[config.mk]
export PLATFORM = sky130hd
export DESIGN_NAME = rle_2bpp_interlaced_image_decoder
export DESIGN_NICKNAME = d
export VERILOG_FILES = /design/src/hdl/rle2i_pkg.sv /design/src/hdl/rle2i_front.sv /design/src/hdl/rle2i_queue.sv /design/src/hdl/rle2i_back.sv /design/src/hdl/rle_2bpp_interlaced_image_decoder.sv
export SDC_FILE = /design/constraint.sdc
export NUM_CORES = 1
export LEC_CHECK = 0
export ABC_AREA = 1
export BUFFER_PORTS_ARGS = -buffer_cell sky130_fd_sc_hd__buf_4
export CORE_AREA = 2 2 212 214
export DETAILED_ROUTE_END_ITERATION = 7
export DIE_AREA = 0 0 214 216
export GPL_TIMING_DRIVEN = 0
export PLACE_DENSITY = 0.79
export SLEW_MARGIN = 30
export SYNTH_ARGS = -nofsm -noshare
export SYNTH_HDL_FRONTEND = slang
export SYNTH_SLANG_ARGS = --single-unit
[constraint.sdc]
create_clock -name clk -period 23 [get_ports clk]
set_input_delay 2.3 -clock clk [delete_from_list [all_inputs] [get_ports clk]]
set_output_delay 2.3 -clock clk [all_outputs]
set_load 0.05 [all_outputs]
[src/hdl/rle2i_pkg.sv]
package rle2i_pkg;

	typedef struct packed {
		logic [1:0] req_type;
		logic [7:0] data_byte;
	} in_t;

	typedef struct packed {
		logic              group_valid;
		logic signed [11:0] pixel_x;
		logic [11:0]       pixel_y;
		logic [7:0]        pixel_colors;
		logic              double_width;
		logic              run_pending;
		logic              image_done;
	} out_t;

	typedef enum logic [1:0] {
		OP_BYTE    = 2'd0,
		OP_CONT    = 2'd1,
		OP_RESTART = 2'd2,
		OP_NOP     = 2'd3
	} op_code_t;

	typedef struct packed {
		op_code_t   op;
		logic [7:0] data;
	} op_t;

	localparam logic [15:0] HDR_LEN       = 16'h0017;
	localparam logic [15:0] HDR_SIZE_LO   = 16'h0005;
	localparam logic [15:0] HDR_SIZE_HI   = 16'h0006;
	localparam logic [15:0] HDR_LINED     = 16'h000d;
	localparam logic [15:0] HDR_START_LO  = 16'h000f;
	localparam logic [15:0] HDR_START_HI  = 16'h0010;
	localparam logic [15:0] HDR_END_LO    = 16'h0011;
	localparam logic [15:0] HDR_END_HI    = 16'h0012;
	localparam logic [15:0] HDR_WIDTH     = 16'h0013;
	localparam logic [15:0] POS_MAX       = 16'hffff;
	localparam logic [7:0]  LINED_MARK    = 8'hff;
	localparam logic [15:0] RECIP_DIV40   = 16'd52429;
	localparam logic [15:0] RECIP_DIV80   = 16'd52429;
	localparam logic signed [11:0] ORIGIN_X_BIAS = 12'sd24;

endpackage

[src/hdl/rle2i_front.sv]
module rle2i_front (
	input  logic              clk,
	input  logic              arst_n,
	input  logic              item_valid,
	output logic              item_stall,
	input  rle2i_pkg::in_t    item,
	input  logic              queue_full,
	output logic              push,
	output rle2i_pkg::op_t    push_word
);

	logic           valid_s1;
	rle2i_pkg::op_t op_s1;
	rle2i_pkg::op_t op_dec;

	always_comb begin
		op_dec.data = item.data_byte;
		unique case (item.req_type)
			rle2i_pkg::OP_BYTE:    op_dec.op = rle2i_pkg::OP_BYTE;
			rle2i_pkg::OP_CONT:    op_dec.op = rle2i_pkg::OP_CONT;
			rle2i_pkg::OP_RESTART: op_dec.op = rle2i_pkg::OP_RESTART;
			default:               op_dec.op = rle2i_pkg::OP_NOP;
		endcase
	end

	assign item_stall = valid_s1 & queue_full;
	assign push       = valid_s1 & ~queue_full;
	assign push_word  = op_s1;

	always_ff @(posedge clk or negedge arst_n) begin
		if (!arst_n) begin
			valid_s1 <= 1'b0;
			op_s1    <= '0;
		end else if (!item_stall) begin
			valid_s1 <= item_valid;
			op_s1    <= op_dec;
		end
	end

endmodule

[src/hdl/rle2i_queue.sv]
module rle2i_queue (
	input  logic           clk,
	input  logic           arst_n,
	input  logic           push,
	input  rle2i_pkg::op_t push_word,
	output logic           full,
	input  logic           pop,
	output rle2i_pkg::op_t pop_word,
	output logic           empty
);

	rle2i_pkg::op_t mem [2];
	logic           wr_ptr_q;
	logic           rd_ptr_q;
	logic [1:0]     count_q;

	assign full     = (count_q == 2'd2);
	assign empty    = (count_q == 2'd0);
	assign pop_word = mem[rd_ptr_q];

	always_ff @(posedge clk) begin
		if (push) begin
			mem[wr_ptr_q] <= push_word;
		end
	end

	always_ff @(posedge clk or negedge arst_n) begin
		if (!arst_n) begin
			wr_ptr_q <= 1'b0;
			rd_ptr_q <= 1'b0;
			count_q  <= 2'd0;
		end else begin
			if (push) begin
				wr_ptr_q <= ~wr_ptr_q;
			end
			if (pop) begin
				rd_ptr_q <= ~rd_ptr_q;
			end
			case ({push, pop})
				2'b10:   count_q <= count_q + 2'd1;
				2'b01:   count_q <= count_q - 2'd1;
				default: count_q <= count_q;
			endcase
		end
	end

endmodule

[src/hdl/rle2i_back.sv]
module rle2i_back (
	input  logic            clk,
	input  logic            arst_n,
	input  logic            queue_empty,
	input  rle2i_pkg::op_t  queue_word,
	output logic            pop,
	output logic            result_valid,
	input  logic            result_stall,
	output rle2i_pkg::out_t result
);

	typedef enum logic [1:0] {
		MODE_COUNT   = 2'd0,
		MODE_REPEAT  = 2'd1,
		MODE_LITERAL = 2'd2,
		MODE_RUN     = 2'd3
	} mode_t;

	logic [15:0]        byte_pos_q;
	logic [15:0]        image_size_q;
	logic               lined_q;
	logic [15:0]        start_q;
	logic [7:0]         end_lo_q;
	logic signed [11:0] origin_x_q;
	logic [11:0]        origin_y_q;
	logic signed [10:0] line_limit_q;
	logic [9:0]         line_width_q;
	logic signed [11:0] cursor_x_q;
	logic [11:0]        cursor_y_q;
	logic [10:0]        line_count_q;
	logic [1:0]         fields_q;
	mode_t              mode_q;
	logic [7:0]         remain_q;
	logic [7:0]         pattern_q;
	logic               done_q;
	logic               out_valid_q;
	rle2i_pkg::out_t    out_q;

	logic [15:0]        byte_pos_d;
	logic [15:0]        image_size_d;
	logic               lined_d;
	logic [15:0]        start_d;
	logic [7:0]         end_lo_d;
	logic signed [11:0] origin_x_d;
	logic [11:0]        origin_y_d;
	logic signed [10:0] line_limit_d;
	logic [9:0]         line_width_d;
	logic signed [11:0] cursor_x_d;
	logic [11:0]        cursor_y_d;
	logic [10:0]        line_count_d;
	logic [1:0]         fields_d;
	mode_t              mode_d;
	logic [7:0]         remain_d;
	logic [7:0]         pattern_d;
	logic               done_d;
	rle2i_pkg::out_t    out_d;

	logic signed [12:0] pl_cx_add;
	logic signed [12:0] pl_lim;
	logic signed [11:0] pl_cx;
	logic [11:0]        pl_cy;
	logic [11:0]        pl_lc_inc;
	logic [10:0]        pl_lc;
	logic [1:0]         pl_ff;

	logic [15:0]        so_new;
	logic [31:0]        prod40;
	logic [9:0]         q80;
	logic [15:0]        q80_x80;
	logic [15:0]        r80;
	logic [16:0]        diff;
	logic [15:0]        diff_abs;
	logic [31:0]        prod80;
	logic [10:0]        lim_mag;
	logic [7:0]         b;

	assign pop          = ~queue_empty & (~out_valid_q | ~result_stall);
	assign result_valid = out_valid_q;
	assign result       = out_q;
	assign b            = queue_word.data;

	always_comb begin
		pl_cx_add = {cursor_x_q[11], cursor_x_q} + (lined_q ? 13'sd8 : 13'sd4);
		pl_lim    = {origin_x_q[11], origin_x_q} + $signed({3'b000, line_width_q});
		pl_cx     = pl_cx_add[11:0];
		pl_cy     = cursor_y_q;
		pl_lc_inc = {1'b0, line_count_q};
		pl_ff     = fields_q;
		if (pl_cx_add >= pl_lim) begin
			pl_cy     = cursor_y_q + 12'd2;
			pl_cx     = origin_x_q;
			pl_lc_inc = {1'b0, line_count_q} + 12'd1;
		end
		pl_lc = pl_lc_inc[10:0];
		if ($signed({1'b0, pl_lc_inc}) > $signed({{2{line_limit_q[10]}}, line_limit_q})) begin
			pl_cy = origin_y_q + 12'd1;
			pl_ff = (fields_q == 2'd3) ? 2'd3 : fields_q + 2'd1;
			pl_lc = '0;
		end
	end

	always_comb begin
		so_new   = {b, start_q[7:0]};
		prod40   = so_new * rle2i_pkg::RECIP_DIV40;
		q80      = prod40[31:22];
		q80_x80  = {q80, 6'b0} + {2'b00, q80, 4'b0};
		r80      = so_new - q80_x80;
		diff     = {1'b0, b, end_lo_q} - {1'b0, start_q};
		diff_abs = diff[16] ? (~diff[15:0] + 16'd1) : diff[15:0];
		prod80   = diff_abs * rle2i_pkg::RECIP_DIV80;
		lim_mag  = {1'b0, prod80[31:22]};
	end

	always_comb begin
		byte_pos_d   = byte_pos_q;
		image_size_d = image_size_q;
		lined_d      = lined_q;
		start_d      = start_q;
		end_lo_d     = end_lo_q;
		origin_x_d   = origin_x_q;
		origin_y_d   = origin_y_q;
		line_limit_d = line_limit_q;
		line_width_d = line_width_q;
		cursor_x_d   = cursor_x_q;
		cursor_y_d   = cursor_y_q;
		line_count_d = line_count_q;
		fields_d     = fields_q;
		mode_d       = mode_q;
		remain_d     = remain_q;
		pattern_d    = pattern_q;
		done_d       = done_q;
		out_d        = '0;

		unique case (queue_word.op)
			rle2i_pkg::OP_RESTART: begin
				byte_pos_d   = '0;
				image_size_d = '0;
				lined_d      = 1'b0;
				start_d      = '0;
				end_lo_d     = '0;
				origin_x_d   = '0;
				origin_y_d   = '0;
				line_limit_d = '0;
				line_width_d = '0;
				cursor_x_d   = '0;
				cursor_y_d   = '0;
				line_count_d = '0;
				fields_d     = '0;
				mode_d       = MODE_COUNT;
				remain_d     = '0;
				pattern_d    = '0;
				done_d       = 1'b0;
			end
			rle2i_pkg::OP_CONT: begin
				if (!done_q && mode_q == MODE_RUN) begin
					out_d.group_valid  = 1'b1;
					out_d.pixel_x      = cursor_x_q;
					out_d.pixel_y      = cursor_y_q;
					out_d.pixel_colors = pattern_q;
					cursor_x_d   = pl_cx;
					cursor_y_d   = pl_cy;
					line_count_d = pl_lc;
					fields_d     = pl_ff;
					if (remain_q != 8'd0) begin
						remain_d = remain_q - 8'd1;
					end
					if (remain_q <= 8'd1) begin
						mode_d = MODE_COUNT;
						if (byte_pos_q >= image_size_q || pl_ff >= 2'd2) begin
							done_d = 1'b1;
						end
					end
				end
			end
			rle2i_pkg::OP_BYTE: begin
				if (!done_q && mode_q != MODE_RUN) begin
					if (byte_pos_q != rle2i_pkg::POS_MAX) begin
						byte_pos_d = byte_pos_q + 16'd1;
					end
					if (byte_pos_q < rle2i_pkg::HDR_LEN) begin
						unique case (byte_pos_q)
							rle2i_pkg::HDR_SIZE_LO:  image_size_d = {image_size_q[15:8], b};
							rle2i_pkg::HDR_SIZE_HI:  image_size_d = {b, image_size_q[7:0]};
							rle2i_pkg::HDR_LINED:    lined_d = (b == rle2i_pkg::LINED_MARK);
							rle2i_pkg::HDR_START_LO: start_d = {start_q[15:8], b};
							rle2i_pkg::HDR_START_HI: begin
								start_d    = so_new;
								origin_x_d = $signed({3'b000, r80[6:0], 2'b00})
									- rle2i_pkg::ORIGIN_X_BIAS;
								origin_y_d = {1'b0, prod40[31:22], 1'b0};
								cursor_x_d = $signed({3'b000, r80[6:0], 2'b00})
									- rle2i_pkg::ORIGIN_X_BIAS;
								cursor_y_d = {1'b0, prod40[31:22], 1'b0};
							end
							rle2i_pkg::HDR_END_LO:   end_lo_d = b;
							rle2i_pkg::HDR_END_HI:   line_limit_d = diff[16] ?
								$signed(~lim_mag + 11'd1) : $signed(lim_mag);
							rle2i_pkg::HDR_WIDTH:    line_width_d = {b, 2'b00};
							default: ;
						endcase
						if (byte_pos_q == rle2i_pkg::HDR_LEN - 16'd1) begin
							mode_d = MODE_COUNT;
							if (byte_pos_d >= image_size_d || fields_q >= 2'd2) begin
								done_d = 1'b1;
							end
						end
					end else begin
						unique case (mode_q)
							MODE_COUNT: begin
								if (b[7]) begin
									mode_d   = MODE_REPEAT;
									remain_d = {1'b0, b[6:0]};
								end else begin
									mode_d   = MODE_LITERAL;
									remain_d = b + 8'd1;
								end
							end
							MODE_REPEAT: begin
								pattern_d          = b;
								out_d.group_valid  = 1'b1;
								out_d.pixel_x      = cursor_x_q;
								out_d.pixel_y      = cursor_y_q;
								out_d.pixel_colors = b;
								cursor_x_d   = pl_cx;
								cursor_y_d   = pl_cy;
								line_count_d = pl_lc;
								fields_d     = pl_ff;
								if (remain_q == 8'd0) begin
									mode_d = MODE_COUNT;
									if (byte_pos_d >= image_size_q || pl_ff >= 2'd2) begin
										done_d = 1'b1;
									end
								end else begin
									mode_d = MODE_RUN;
								end
							end
							default: begin
								out_d.group_valid  = 1'b1;
								out_d.pixel_x      = cursor_x_q;
								out_d.pixel_y      = cursor_y_q;
								out_d.pixel_colors = b;
								cursor_x_d   = pl_cx;
								cursor_y_d   = pl_cy;
								line_count_d = pl_lc;
								fields_d     = pl_ff;
								if (remain_q != 8'd0) begin
									remain_d = remain_q - 8'd1;
								end
								if (remain_q <= 8'd1) begin
									mode_d = MODE_COUNT;
									if (byte_pos_d >= image_size_q || pl_ff >= 2'd2) begin
										done_d = 1'b1;
									end
								end
							end
						endcase
					end
				end
			end
			default: ;
		endcase

		out_d.double_width = lined_d;
		out_d.run_pending  = (mode_d == MODE_RUN);
		out_d.image_done   = done_d;
	end

	always_ff @(posedge clk or negedge arst_n) begin
		if (!arst_n) begin
			byte_pos_q   <= '0;
			image_size_q <= '0;
			lined_q      <= 1'b0;
			start_q      <= '0;
			end_lo_q     <= '0;
			origin_x_q   <= '0;
			origin_y_q   <= '0;
			line_limit_q <= '0;
			line_width_q <= '0;
			cursor_x_q   <= '0;
			cursor_y_q   <= '0;
			line_count_q <= '0;
			fields_q     <= '0;
			mode_q       <= MODE_COUNT;
			remain_q     <= '0;
			pattern_q    <= '0;
			done_q       <= 1'b0;
			out_valid_q  <= 1'b0;
			out_q        <= '0;
		end else begin
			if (pop) begin
				byte_pos_q   <= byte_pos_d;
				image_size_q <= image_size_d;
				lined_q      <= lined_d;
				start_q      <= start_d;
				end_lo_q     <= end_lo_d;
				origin_x_q   <= origin_x_d;
				origin_y_q   <= origin_y_d;
				line_limit_q <= line_limit_d;
				line_width_q <= line_width_d;
				cursor_x_q   <= cursor_x_d;
				cursor_y_q   <= cursor_y_d;
				line_count_q <= line_count_d;
				fields_q     <= fields_d;
				mode_q       <= mode_d;
				remain_q     <= remain_d;
				pattern_q    <= pattern_d;
				done_q       <= done_d;
				out_q        <= out_d;
				out_valid_q  <= 1'b1;
			end else if (!result_stall) begin
				out_valid_q  <= 1'b0;
			end
		end
	end

endmodule

[src/hdl/rle_2bpp_interlaced_image_decoder.sv]
// Run-length decoder for 2-bit-per-pixel interlaced images.
// Item channel (item_valid / item_stall / item): one word per file byte,
// continue request, restart request or no-op. Result channel
// (result_valid / result_stall / result): exactly one word per item, in
// order, carrying a pixel group when one is placed plus the status flags.
// A word moves at a rising edge where valid is high and stall is low.
// Path: an item is held in the decode register from the edge that
// accepts it, then passes through the queue into the result register.
// Throughput: one item per cycle; the back end updates all decoder state
// for each item in one step, so nothing limits the rate but the stalls.
// When the result receiver stalls, the result register holds, the queue
// fills, and item_stall rises once the queue and decode register are full;
// no word is dropped or repeated.
// Reset (arst_n low) clears the queue and all decoder state: the decoder
// then waits for a new 23-byte header; a restart resets decoder state in-band.
module rle_2bpp_interlaced_image_decoder (
	input  logic            clk,
	input  logic            arst_n,
	input  logic            item_valid,
	output logic            item_stall,
	input  rle2i_pkg::in_t  item,
	output logic            result_valid,
	input  logic            result_stall,
	output rle2i_pkg::out_t result
);

	logic           push;
	logic           pop;
	logic           queue_full;
	logic           queue_empty;
	rle2i_pkg::op_t push_word;
	rle2i_pkg::op_t pop_word;

	rle2i_front u_front (
		.clk        (clk),
		.arst_n     (arst_n),
		.item_valid (item_valid),
		.item_stall (item_stall),
		.item       (item),
		.queue_full (queue_full),
		.push       (push),
		.push_word  (push_word)
	);

	rle2i_queue u_queue (
		.clk       (clk),
		.arst_n    (arst_n),
		.push      (push),
		.push_word (push_word),
		.full      (queue_full),
		.pop       (pop),
		.pop_word  (pop_word),
		.empty     (queue_empty)
	);

	rle2i_back u_back (
		.clk          (clk),
		.arst_n       (arst_n),
		.queue_empty  (queue_empty),
		.queue_word   (pop_word),
		.pop          (pop),
		.result_valid (result_valid),
		.result_stall (result_stall),
		.result       (result)
	);

endmodule
Yosys cells after proc, flatten, opt, wreduce, memory -nomap -nowiden
Memory sizes are Yosys's and may differ from the RTL's.
Cells that the tools add are included.

storage, ports and cells
  flip-flop bits (word level) = 208
  RAM bits = 20
  bits of input ports = 14
  output and inout bits = 38
  memories kept = 1

memory list
  memory       depth  bits a word  rd ports  clocked after memory_dff  write ports  line               RTL
  u_queue.mem  2      10           1         0                         1            rle2i_queue.sv:12  rle2i_pkg::op_t mem [2];

operators by class
  $add $sub $neg = 17
  $mul = 2
  magnitude comparators = 9
  eq/ne operators = 47
  muxes and demuxes = 113
  bitwise logic cells = 12
  reductions and logical operators = 29

operator list
  cell                                                  count
  two-way mux 12 bit                                    18
  two-way mux 16 bit                                    12
  one-hot mux 16 bit (2 select lines)                   5
  two-way mux 33 bit                                    4
  two-way mux 11 bit                                    9
  two-way mux 8 bit                                     11
  equality test 16 x 5 -> 1 bit, second input constant  5
  one-hot mux 12 bit (3 select lines)                   2
  one-hot mux 33 bit (2 select lines)                   1
  multiplier 16 x 16 -> 32 bit, second input constant   2
  greater-or-equal comparator 16 bit                    3
  one-hot mux 12 bit (2 select lines)                   2
  one-hot mux 8 bit (2 select lines)                    3
  one-hot mux 11 bit (3 select lines)                   1
  adder 16 x 1 -> 16 bit, second input constant         2
  equality test 16 x 3 -> 1 bit, second input constant  2
  equality test 16 x 4 -> 1 bit, second input constant  2
  two-way mux 10 bit                                    3
  AND reduction 5 bit                                   6
  AND reduction 6 bit                                   5
  two-way mux 2 bit                                     13
  != test 2 bit, second input constant                  12
  one-hot mux 8 bit (3 select lines)                    1
  one-hot mux 11 bit (2 select lines)                   1
  51 further kinds                                      104

Depth between registers and ports, before layout
Gate-level depths: netlist (run 1).

  depth after elaboration = 14
  mapped depth = 48
  mapped depth without buffers = 48

Hierarchy
A second synthesis (run 1) with hierarchy kept.

second synthesis, totals
  cell total of the unflattened synthesis = 3007
  area, all modules = 24272.0 µm²

modules (own cells, without submodules)
  module       instances  cells each  area an instance (µm²)  seq. area each (µm²)
  rle2i_back   1          2881        22874.4                 4629.4
  rle2i_queue  1          76          948.4                   700.7
  rle2i_front  1          50          449.2                   275.3

Worst setup path after synthesis (run 1)
Ideal clock, no wire load.

  kind = reg-to-reg
  start point = reg u_queue.rd_ptr_q
  end point = reg u_back.line_limit_q[10]
  data arrival time = 7954 ps
  required time = 22879 ps
  path slack = 14925 ps
  cell stages (with the launch flop) = 41
  buffers on the path = 1
  cell sequence = dfrtp_1 inv_2 buf_4 or2_2 o21ai_0 inv_1 ha_1 nand2_1 inv_1 a21oi_1 o21ai_0 xnor2_1 inv_1 nor3_1 nand2_1 o21ai_0 xor2_1 ha_1 (+5 left out) fa_1 inv_1 fa_1 inv_1 ha_1 nand2_1 nor2_1 nand3_1 nor2_1 nor2_1 nand2_1 xnor2_1 ha_1 nand2_1 nor2_2 nand2_1 nor3_1 o21ai_1

on the way
  cells in the longest elaborated chain, start to end = 13
  elaborated cells between the ends (all ways) = 20
  classes of those cells = add/sub (3); mul (1); eq/ne (4); mux (6); bitwise (2); reduce/logical (3); memory (1)

ends and longest elaborated chain
  item                                 line               RTL
  from (decl)                          rle2i_queue.sv:14  logic rd_ptr_q;
  from (signal assigned)               rle2i_queue.sv:37  rd_ptr_q <= ~rd_ptr_q;
  memory read (2 x 10 bit) (*)         n/a
  subtractor 16 x 16 -> 17 bit         rle2i_back.sv:108  diff = {1'b0, b, end_lo_q} - {1'b0, start_q};
  NOT 16 bit                           rle2i_back.sv:109  diff_abs = diff[16] ? (~diff[15:0] + 16'd1) : diff[15:0];
  adder 16 x 1 -> 16 bit               rle2i_back.sv:109
  two-way mux 16 bit                   rle2i_back.sv:109
  multiplier 16 x 16 -> 32 bit         rle2i_back.sv:110  prod80 = diff_abs * rle2i_pkg::RECIP_DIV80;
  NOT 10 -> 11 bit                     rle2i_back.sv:197  $signed(~lim_mag + 11'd1) : $signed(lim_mag);
  adder 11 x 1 -> 11 bit               rle2i_back.sv:197
  two-way mux 11 bit                   rle2i_back.sv:196  rle2i_pkg::HDR_END_HI: line_limit_d = diff[16] ?
  two-way mux 11 bit                   rle2i_back.sv:181  unique case (byte_pos_q)
  two-way mux 11 bit                   rle2i_back.sv:180  if (byte_pos_q < rle2i_pkg::HDR_LEN) begin
  two-way mux 11 bit                   rle2i_back.sv:176  if (!done_q && mode_q != MODE_RUN) begin
  one-hot mux 11 bit (2 select lines)  rle2i_back.sv:134  unique case (queue_word.op)
  to (signal assigned)                 rle2i_back.sv:298  line_limit_q <= line_limit_d;
  to (decl)                            rle2i_back.sv:26   logic signed [10:0] line_limit_q;

Mark *: on every way between the ends. The rest lies on a longest branch, timed or not. The select of a mux whose other input is x is not followed.
A chain may end at the register's enable or synchronous reset.

Worst setup path after layout (run 1)
  start point = reg u_queue.rd_ptr_q
  end point = reg u_back.line_limit_q[8]

The elaborated chain is that of the path after synthesis.

==> metrics.csv, run 1 <==
metric,value,unit
io_pins,52,
cts_buffer_depth,3,
vias,20400,
synthMuxAreaShare,0,%
wirelength,64200,um
seq_area_frac_synth,23.4,%
max_slew_margin,39.3,%
slew_viol_final,0,
min_path_type,reg -> reg,
clk_pin_slew_worst_paths,0.07,ns
fin_setup_tns,0,ns
hold_buffers,0,
async_reset_ff_share,90.9,%
synth_fa_ha_area_share,33.1,%
hold_violations,0,
cts_tree,done,
ys_ff_latch,220,
worstPathMaxFanout,10,
post-cts-setup-buffer-count,0,
rsz0062_at_grt,no,
synth_edf_count,20,
dpl.hpwl,52300,um
drc,0,
synth-simple-area-share,16.3,%
gp_congestion,0.956,
slowest_stage,xor2_1,
grt_remaining_overflow,0,
crit_required,23.41,ns
reg2reg_from,u_queue.rd_ptr_q$_DFFE_PN0P_,
endpoint,u_back.line_limit_q[8]$_DFFE_PN0P_,
drt_iter0_drc,1461,
layout-drive-gt1-share,6.20,%
synthXorXnorAreaFrac,4.12,%
rr_endpoint,u_back.line_limit_q[8]$_DFFE_PN0P_,
synth-compound-area-share,12.7,%
syn_nets,3491,
crit_type,reg -> reg,
ys_warn_count,0,
period_share,44.5,%
cp-end-kind,register,
synth_area_per_cell,8.13,um2
fin_skew,0.0397,ns
dieArea,0.0462,mm2
antenna-diode-count,0,
grt_start_max_net_pins,84,
crit_path_start,u_queue.rd_ptr_q$_DFFE_PN0P_,
drv_cap,0,
io_buffers,51,
max_freq,97.7,MHz
cpPeakStageDelay,0.75,ns
vias_per_cell,5.62,
htreeDepth,1,
die_h,216,um
cts_sinks,220,
worstRegToRegCells,43,
initial_core_util,54.5,%
final_cells,3626,
status,finished clean,
tightest_slew,0.908,ns
period_needed,10.23,ns
cp_data_arrival_time,10.65,ns
netlist_instances,2940,
coreArea,0.0438,mm2
avgRoutedWirePerCell,17.7,um
holdWs,0.467,ns
r2r_slack,12.77,ns
ant_nets,0,
grt_pass1_wl,105000,um
cp-start-kind,register,
track_usage,28.0,%
post_cts_resized,0,
grt_antenna_before_repair,0,
synth_top_family_by_area,adder cells,
numCtsBuffers,24,
syn_to_final_growth,8.24,%
die_w,214,um
layout_commonest_cell,inv_1,
setup_viol,0,
root_buffer,clkbuf_16,
dr.pass1.iters,5,
ys.flop_type,dfrtp_1,
final_cell_mix,"inv_1, nand2_1, ha_1, o21ai_0, dfrtp_1",
nNetsFinal,3570,
netlist_area,0.0239,mm2
cp_common_cell,nand2_1,
clock_latency,0.55,ns
synth_cell_types,68,
grt_pass1_vias,20600,
placedCellCount,3585,
rows,77,
-- layer usage --
metal	routed length [um]	track usage [%]
met5	0	0
met2	31100	49.3
met4	2850	11.0
met3	3240	2.72
met1	26900	35.6
-- per-stage QoR --
| step | utilization, % | setup WS, ns | instance area (um2) |
|---|---|---|---|
| after floorplan | - | 14.93 | 23900 |
| after global placement | 57.1 | 12.49 | 25000 |
| after detailed placement | 57.3 | 12.82 | 25100 |
| after CTS | 59.0 | 12.73 | 25900 |
| after global routing | 59.0 | 11.85 | 25900 |
| final | 59.0 | 12.77 | 25900 |
-- how the worst min path moves through the flow --
stage / endpoint / cells after the start / slack, ns / start
floorplan: u_queue.mem[0][0]$_DFFE_PP_ / 0 / 0.44 / u_front.push_word[0]$_DFFE_PN0N_
global placement: u_queue.mem[1][7]$_DFFE_PP_ / 0 / 0.45 / u_front.push_word[7]$_DFFE_PN0N_
detailed placement: u_queue.mem[1][4]$_DFFE_PP_ / 0 / 0.46 / u_front.push_word[4]$_DFFE_PN0N_
CTS: u_queue.mem[0][0]$_DFFE_PP_ / 0 / 0.47 / u_front.push_word[0]$_DFFE_PN0N_
global route: u_queue.mem[0][0]$_DFFE_PP_ / 0 / 0.47 / u_front.push_word[0]$_DFFE_PN0N_
finish: u_queue.mem[0][0]$_DFFE_PP_ / 0 / 0.47 / u_front.push_word[0]$_DFFE_PN0N_
-- cell usage after synthesis (5+ instances only) --
cell | count | area (um2)
dfrtp_1 | 200 | 5000
o22ai_1 | 47 | 294
nor2_2 | 6 | 37.5
o21a_1 | 9 | 67.6
o211ai_1 | 15 | 113
nand4_1 | 24 | 150
a21boi_0 | 5 | 37.5
a21o_1 | 8 | 60.1
nor2_4 | 5 | 56.3
a21oi_1 | 140 | 701
nor3_1 | 28 | 140
inv_1 | 581 | 2180
xnor2_1 | 25 | 219
or2_2 | 16 | 100
inv_2 | 11 | 41.3
o21ai_0 | 202 | 1010
buf_2 | 14 | 70.1
nor2_1 | 154 | 578
edfxtp_1 | 20 | 601
nand2_1 | 514 | 1930
nand3_1 | 100 | 500
a22oi_1 | 10 | 75.1
o21bai_1 | 16 | 120
buf_4 | 5 | 37.5
fa_1 | 158 | 3160
o21ai_1 | 28 | 140
nand2_2 | 14 | 87.6
ha_1 | 379 | 4740
clkbuf_1 | 21 | 78.8
xor2_1 | 77 | 674
o31ai_1 | 6 | 45.0
clkinv_1 | 5 | 18.8
nor4_1 | 19 | 119
a31oi_1 | 12 | 75.1
-- cells by family after synthesis --
kind of cell	after synthesis
flops	220
compound gates	531
fa+ha+maj	537
simple gates	902
buf+inv	643
xor+xnor	107
-- critical path: cells and delay by family (launching register included) --
family / cells / cell delay (ns)
and+or+nand+nor: 16 / 1.58
DFF: 1 / 0.35
xor gates and xnor gates: 2 / 1.09
adders and majority gates: 9 / 3.98
AOI/OAI and AO/OA: 5 / 1.18
buffers and inverters: 11 / 1.90
-- cell type report --
class / count / area [um2]
Clock inverter: 11 / 124
Buffer: 45 / 220
Multi-Input combinational cell: 2077 / 15800
Tap cell: 592 / 741
Sequential cell: 220 / 5610
Clock buffer: 30 / 653
Fill cell: 3861 / 18000
Timing Repair Buffer: 53 / 445
Inverter: 598 / 2250
-- sequential cells by signal, summed over array words and instances (netlist names), 8 cells and up --
| name | count |
|---|---|
| u_back.origin_y_q | 10 |
| u_back.end_lo_q | 8 |
| u_back.pattern_q | 8 |
| u_back.result | 35 |
| u_back.line_width_q | 8 |
| u_back.cursor_x_q | 12 |
| u_back.byte_pos_q | 16 |
| u_back.remain_q | 8 |
| u_back.line_limit_q | 11 |
| u_back.image_size_q | 16 |
| u_front.push_word | 10 |
| u_back.origin_x_q | 8 |
| u_queue.mem | 20 |
| u_back.cursor_y_q | 12 |
| u_back.line_count_q | 11 |
| u_back.start_q | 16 |
Power of run 1 is left out: the tool's default activity adds up to more than one toggle a clock period on the data nets, which glitch-free logic cannot reach.
==> inputs of run 2 (changes only) <==
--- a/config.mk
+++ b/config.mk
@@ -5,11 +5,11 @@
 export SDC_FILE = /design/constraint.sdc
 export NUM_CORES = 1
 export LEC_CHECK = 0
-export ABC_AREA = 1
+export ABC_AREA = 0
 export BUFFER_PORTS_ARGS = -buffer_cell sky130_fd_sc_hd__buf_4
-export CORE_AREA = 2 2 212 214
+export CORE_AREA = 2 2 208 210
 export DETAILED_ROUTE_END_ITERATION = 7
-export DIE_AREA = 0 0 214 216
+export DIE_AREA = 0 0 210 212
 export GPL_TIMING_DRIVEN = 0
 export PLACE_DENSITY = 0.79
 export SLEW_MARGIN = 30
==> constraint.sdc (replaced) <==
create_clock -name clk -period 10.2 [get_ports clk]
set_input_delay 1.02 -clock clk [delete_from_list [all_inputs] [get_ports clk]]
set_output_delay 1.02 -clock clk [all_outputs]
set_load 0.05 [all_outputs]
==> metrics.csv, run 2 <==
metric,value,unit,change
grt_antenna_before_repair,1,,+1
synth_edf_count,20,,unchanged
yosys.cell_count.top_type,ha_1,,
endpoint,u_back.line_limit_q[10]$_DFFE_PN0P_,,
dpl.hpwl,51100,um,-2.4%
root_buffer,clkbuf_16,,
setup_viol,0,,unchanged
period_share,97.1,%,+53 points
crit_path_start,u_queue.rd_ptr_q$_DFFE_PN0P_,,
crit_type,reg -> reg,,
die_h,212,um,-1.9%
cp-end-kind,register,,
wirelength,64600,um,+0.67%
fin_skew,0.0185,ns,-0.0212 ns
max_freq,101,MHz,+3.4%
fin_setup_tns,0,ns,unchanged
gp_congestion,0.987,,+3.3%
layout-drive-gt1-share,7.99,%,+1.8 points
synth.area.top_cells,"dfrtp_1, ha_1, fa_1",,
worstRegToRegCells,32,,-26%
dr.pass1.iters,8,,+3
synth_area_leader_cell,dfrtp_1,,
hold_violations,0,,unchanged
die_w,210,um,-1.9%
slowest_stage,or4_1,,
seq_area,0.00561,mm2,about the same
layout_commonest_cell,ha_1,,
finalInstanceArea,0.0256,mm2,-1.2%
critical-path-top-delay-family,adder cells,,
initial_core_util,54.3,%,-0.24 points
rr_endpoint,u_back.line_limit_q[10]$_DFFE_PN0P_,,
vias_per_cell,6.09,,+8.3%
ant_nets,0,,unchanged
dpl_worst_slack,-1.75,ns,-14.57 ns
synth_cell_types,83,,+22%
period_needed,9.90,ns,-0.335 ns
cp_data_arrival_time,10.32,ns,-0.33 ns
slew_viol_final,0,,unchanged
tightest_slew,0.999,ns,+0.0914 ns
dieArea,0.0445,mm2,-3.7%
grt_pass1_wl,103000,um,-1.8%
avgRoutedWirePerCell,20.6,um,+16%
cpPeakStageDelay,0.61,ns,-0.14 ns
worstPathMaxFanout,14,,+4
synth_area_per_cell,9.33,um2,+15%
track_usage,29.3,%,+1.3 points
numCtsBuffers,24,,unchanged
cp_num_cells,32,,-26%
largest_register_ffs,35,,unchanged
drv_cap,0,,unchanged
drc,0,,unchanged
ys.flop_type,dfrtp_1,,
ys_ff_latch,220,,unchanged
clock_latency,0.54,ns,about the same
cts_sinks,220,,unchanged
drt_iter0_drc,1549,,+6.0%
rsz0062_at_grt,yes,,
reg2reg_from,u_queue.rd_ptr_q$_DFFE_PN0P_,,
seq_area_frac_synth,24.3,%,+0.84 points
cts_tree,done,,
grt_pass1_vias,19600,,-4.8%
ys_warn_count,0,,unchanged
critPathBufInv,7,,-4
cp-start-kind,register,,
fin_ws,0.300,ns,-12.46 ns
r2r_slack,0.30,ns,-12.46 ns
grt_start_max_net_pins,76,,-9.5%
htreeDepth,1,,unchanged
async_reset_ff_share,90.9,%,unchanged
synth_common_cells,"ha_1, inv_1, nand2_1, dfrtp_1, fa_1",,
status,finished clean,,
crit_required,10.62,ns,-12.79 ns
syn_nets,3025,,-13%
nNetsFinal,3123,,-13%
n_fill_cell,3582,,-7.2%
synth_top_area_share,21.7,%,+0.75 points
clk_pin_slew_worst_paths,0.06,ns,about the same
place_area,0.0242,mm2,-3.4%
max_slew_margin,32.9,%,-6.3 points
io_pins,52,,unchanged
multiInputGateArea,0.0162,mm2,+2.0%
final_cell_mix,"ha_1, inv_1, nand2_1, dfrtp_1, fa_1",,
io_buffers,51,,unchanged
syn_to_final_growth,10.8,%,
grt_remaining_overflow,0,,unchanged
cts_buffer_depth,3,,unchanged
coreArea,0.0425,mm2,-3.0%
min_path_type,in -> async,,
vias,19100,,-6.3%
netlist_instances,2474,,-16%
netlist_area,0.0231,mm2,-3.5%
rows,76,,-1.3%
## run 2: cells by family after synthesis
| group | share of synthesized area, % |
|---|---|
| multiplexers | 1.85 |
| adder cells (fa/ha/maj) | 34.2 |
| AO/OA/AOI/OAI | 15.0 |
| AND/OR/NAND/NOR | 12.1 |
| flip-flops | 24.3 |
| buffers and inverters | 7.18 |
| XOR/XNOR | 5.38 |
## run 2: what timing repair did
item / 4_1_cts / 5_1_grt
buffers inserted: 7 / 13
pin swaps: 1 / 6
endpoints found under the setup margin: 11 / 10
resized for setup: 30 / 32
hold buffers: 0 / 0
hold endpoints to repair: 0 / 0
gates cloned: 0 / 0
## run 2: layout make-up
type	count	area share [%]
diodes	1	0.00979
plain buffers	70	1.13
clock buffers	31	2.61
clock inverters	13	0.661
inverters	367	5.45
multi-input cells	1816	63.2
flip-flops and latches	220	21.9
well taps	546	2.67
repair buffers	73	2.38
## run 2: worst reg2reg max path: cells and delay by family, from the launching register on
kind | cells | cell delay, ns
adder cells (fa/ha/maj) | 8 | 3.88
AO/OA/AOI/OAI | 4 | 1.08
flip-flops | 1 | 0.44
buffers and inverters | 7 | 0.95
XOR/XNOR | 1 | 0.20
multiplexers | 2 | 0.61
AND/OR/NAND/NOR | 10 | 2.61
## run 2: worst min path at each step
stage | depth (start not counted) | endpoint
finish | 1 | u_front.push_word[5]$_DFFE_PN0N_
global route | 1 | u_front.push_word[5]$_DFFE_PN0N_
CTS | 1 | u_front.push_word[5]$_DFFE_PN0N_
detailed placement | 1 | u_back.origin_y_q[8]$_DFFE_PN0P_
global placement | 0 | u_queue.mem[0][6]$_DFFE_PP_
floorplan | 1 | u_back.origin_y_q[8]$_DFFE_PN0P_
## run 2: metrics by stage
step	hold WS, ns	instances	utilization, %
5_1_grt	0.461	3137	60.2
6_report	0.415	3137	60.2
2_1_floorplan	0.441	2474	-
3_5_place_dp	0.461	3073	57.0
3_3_place_gp	0.450	3071	56.8
4_1_cts	0.430	3124	59.6
## run 2: routing by layer
layer,GRT usage [%],up-vias,share of wire [%]
li1,-,8750,-
met1,35.6,9367,39
met5,0,-,0
met2,51.6,769,49
met3,3.40,206,5.9
met4,14.8,0,6.0
Power of run 2 is left out for the same reason.
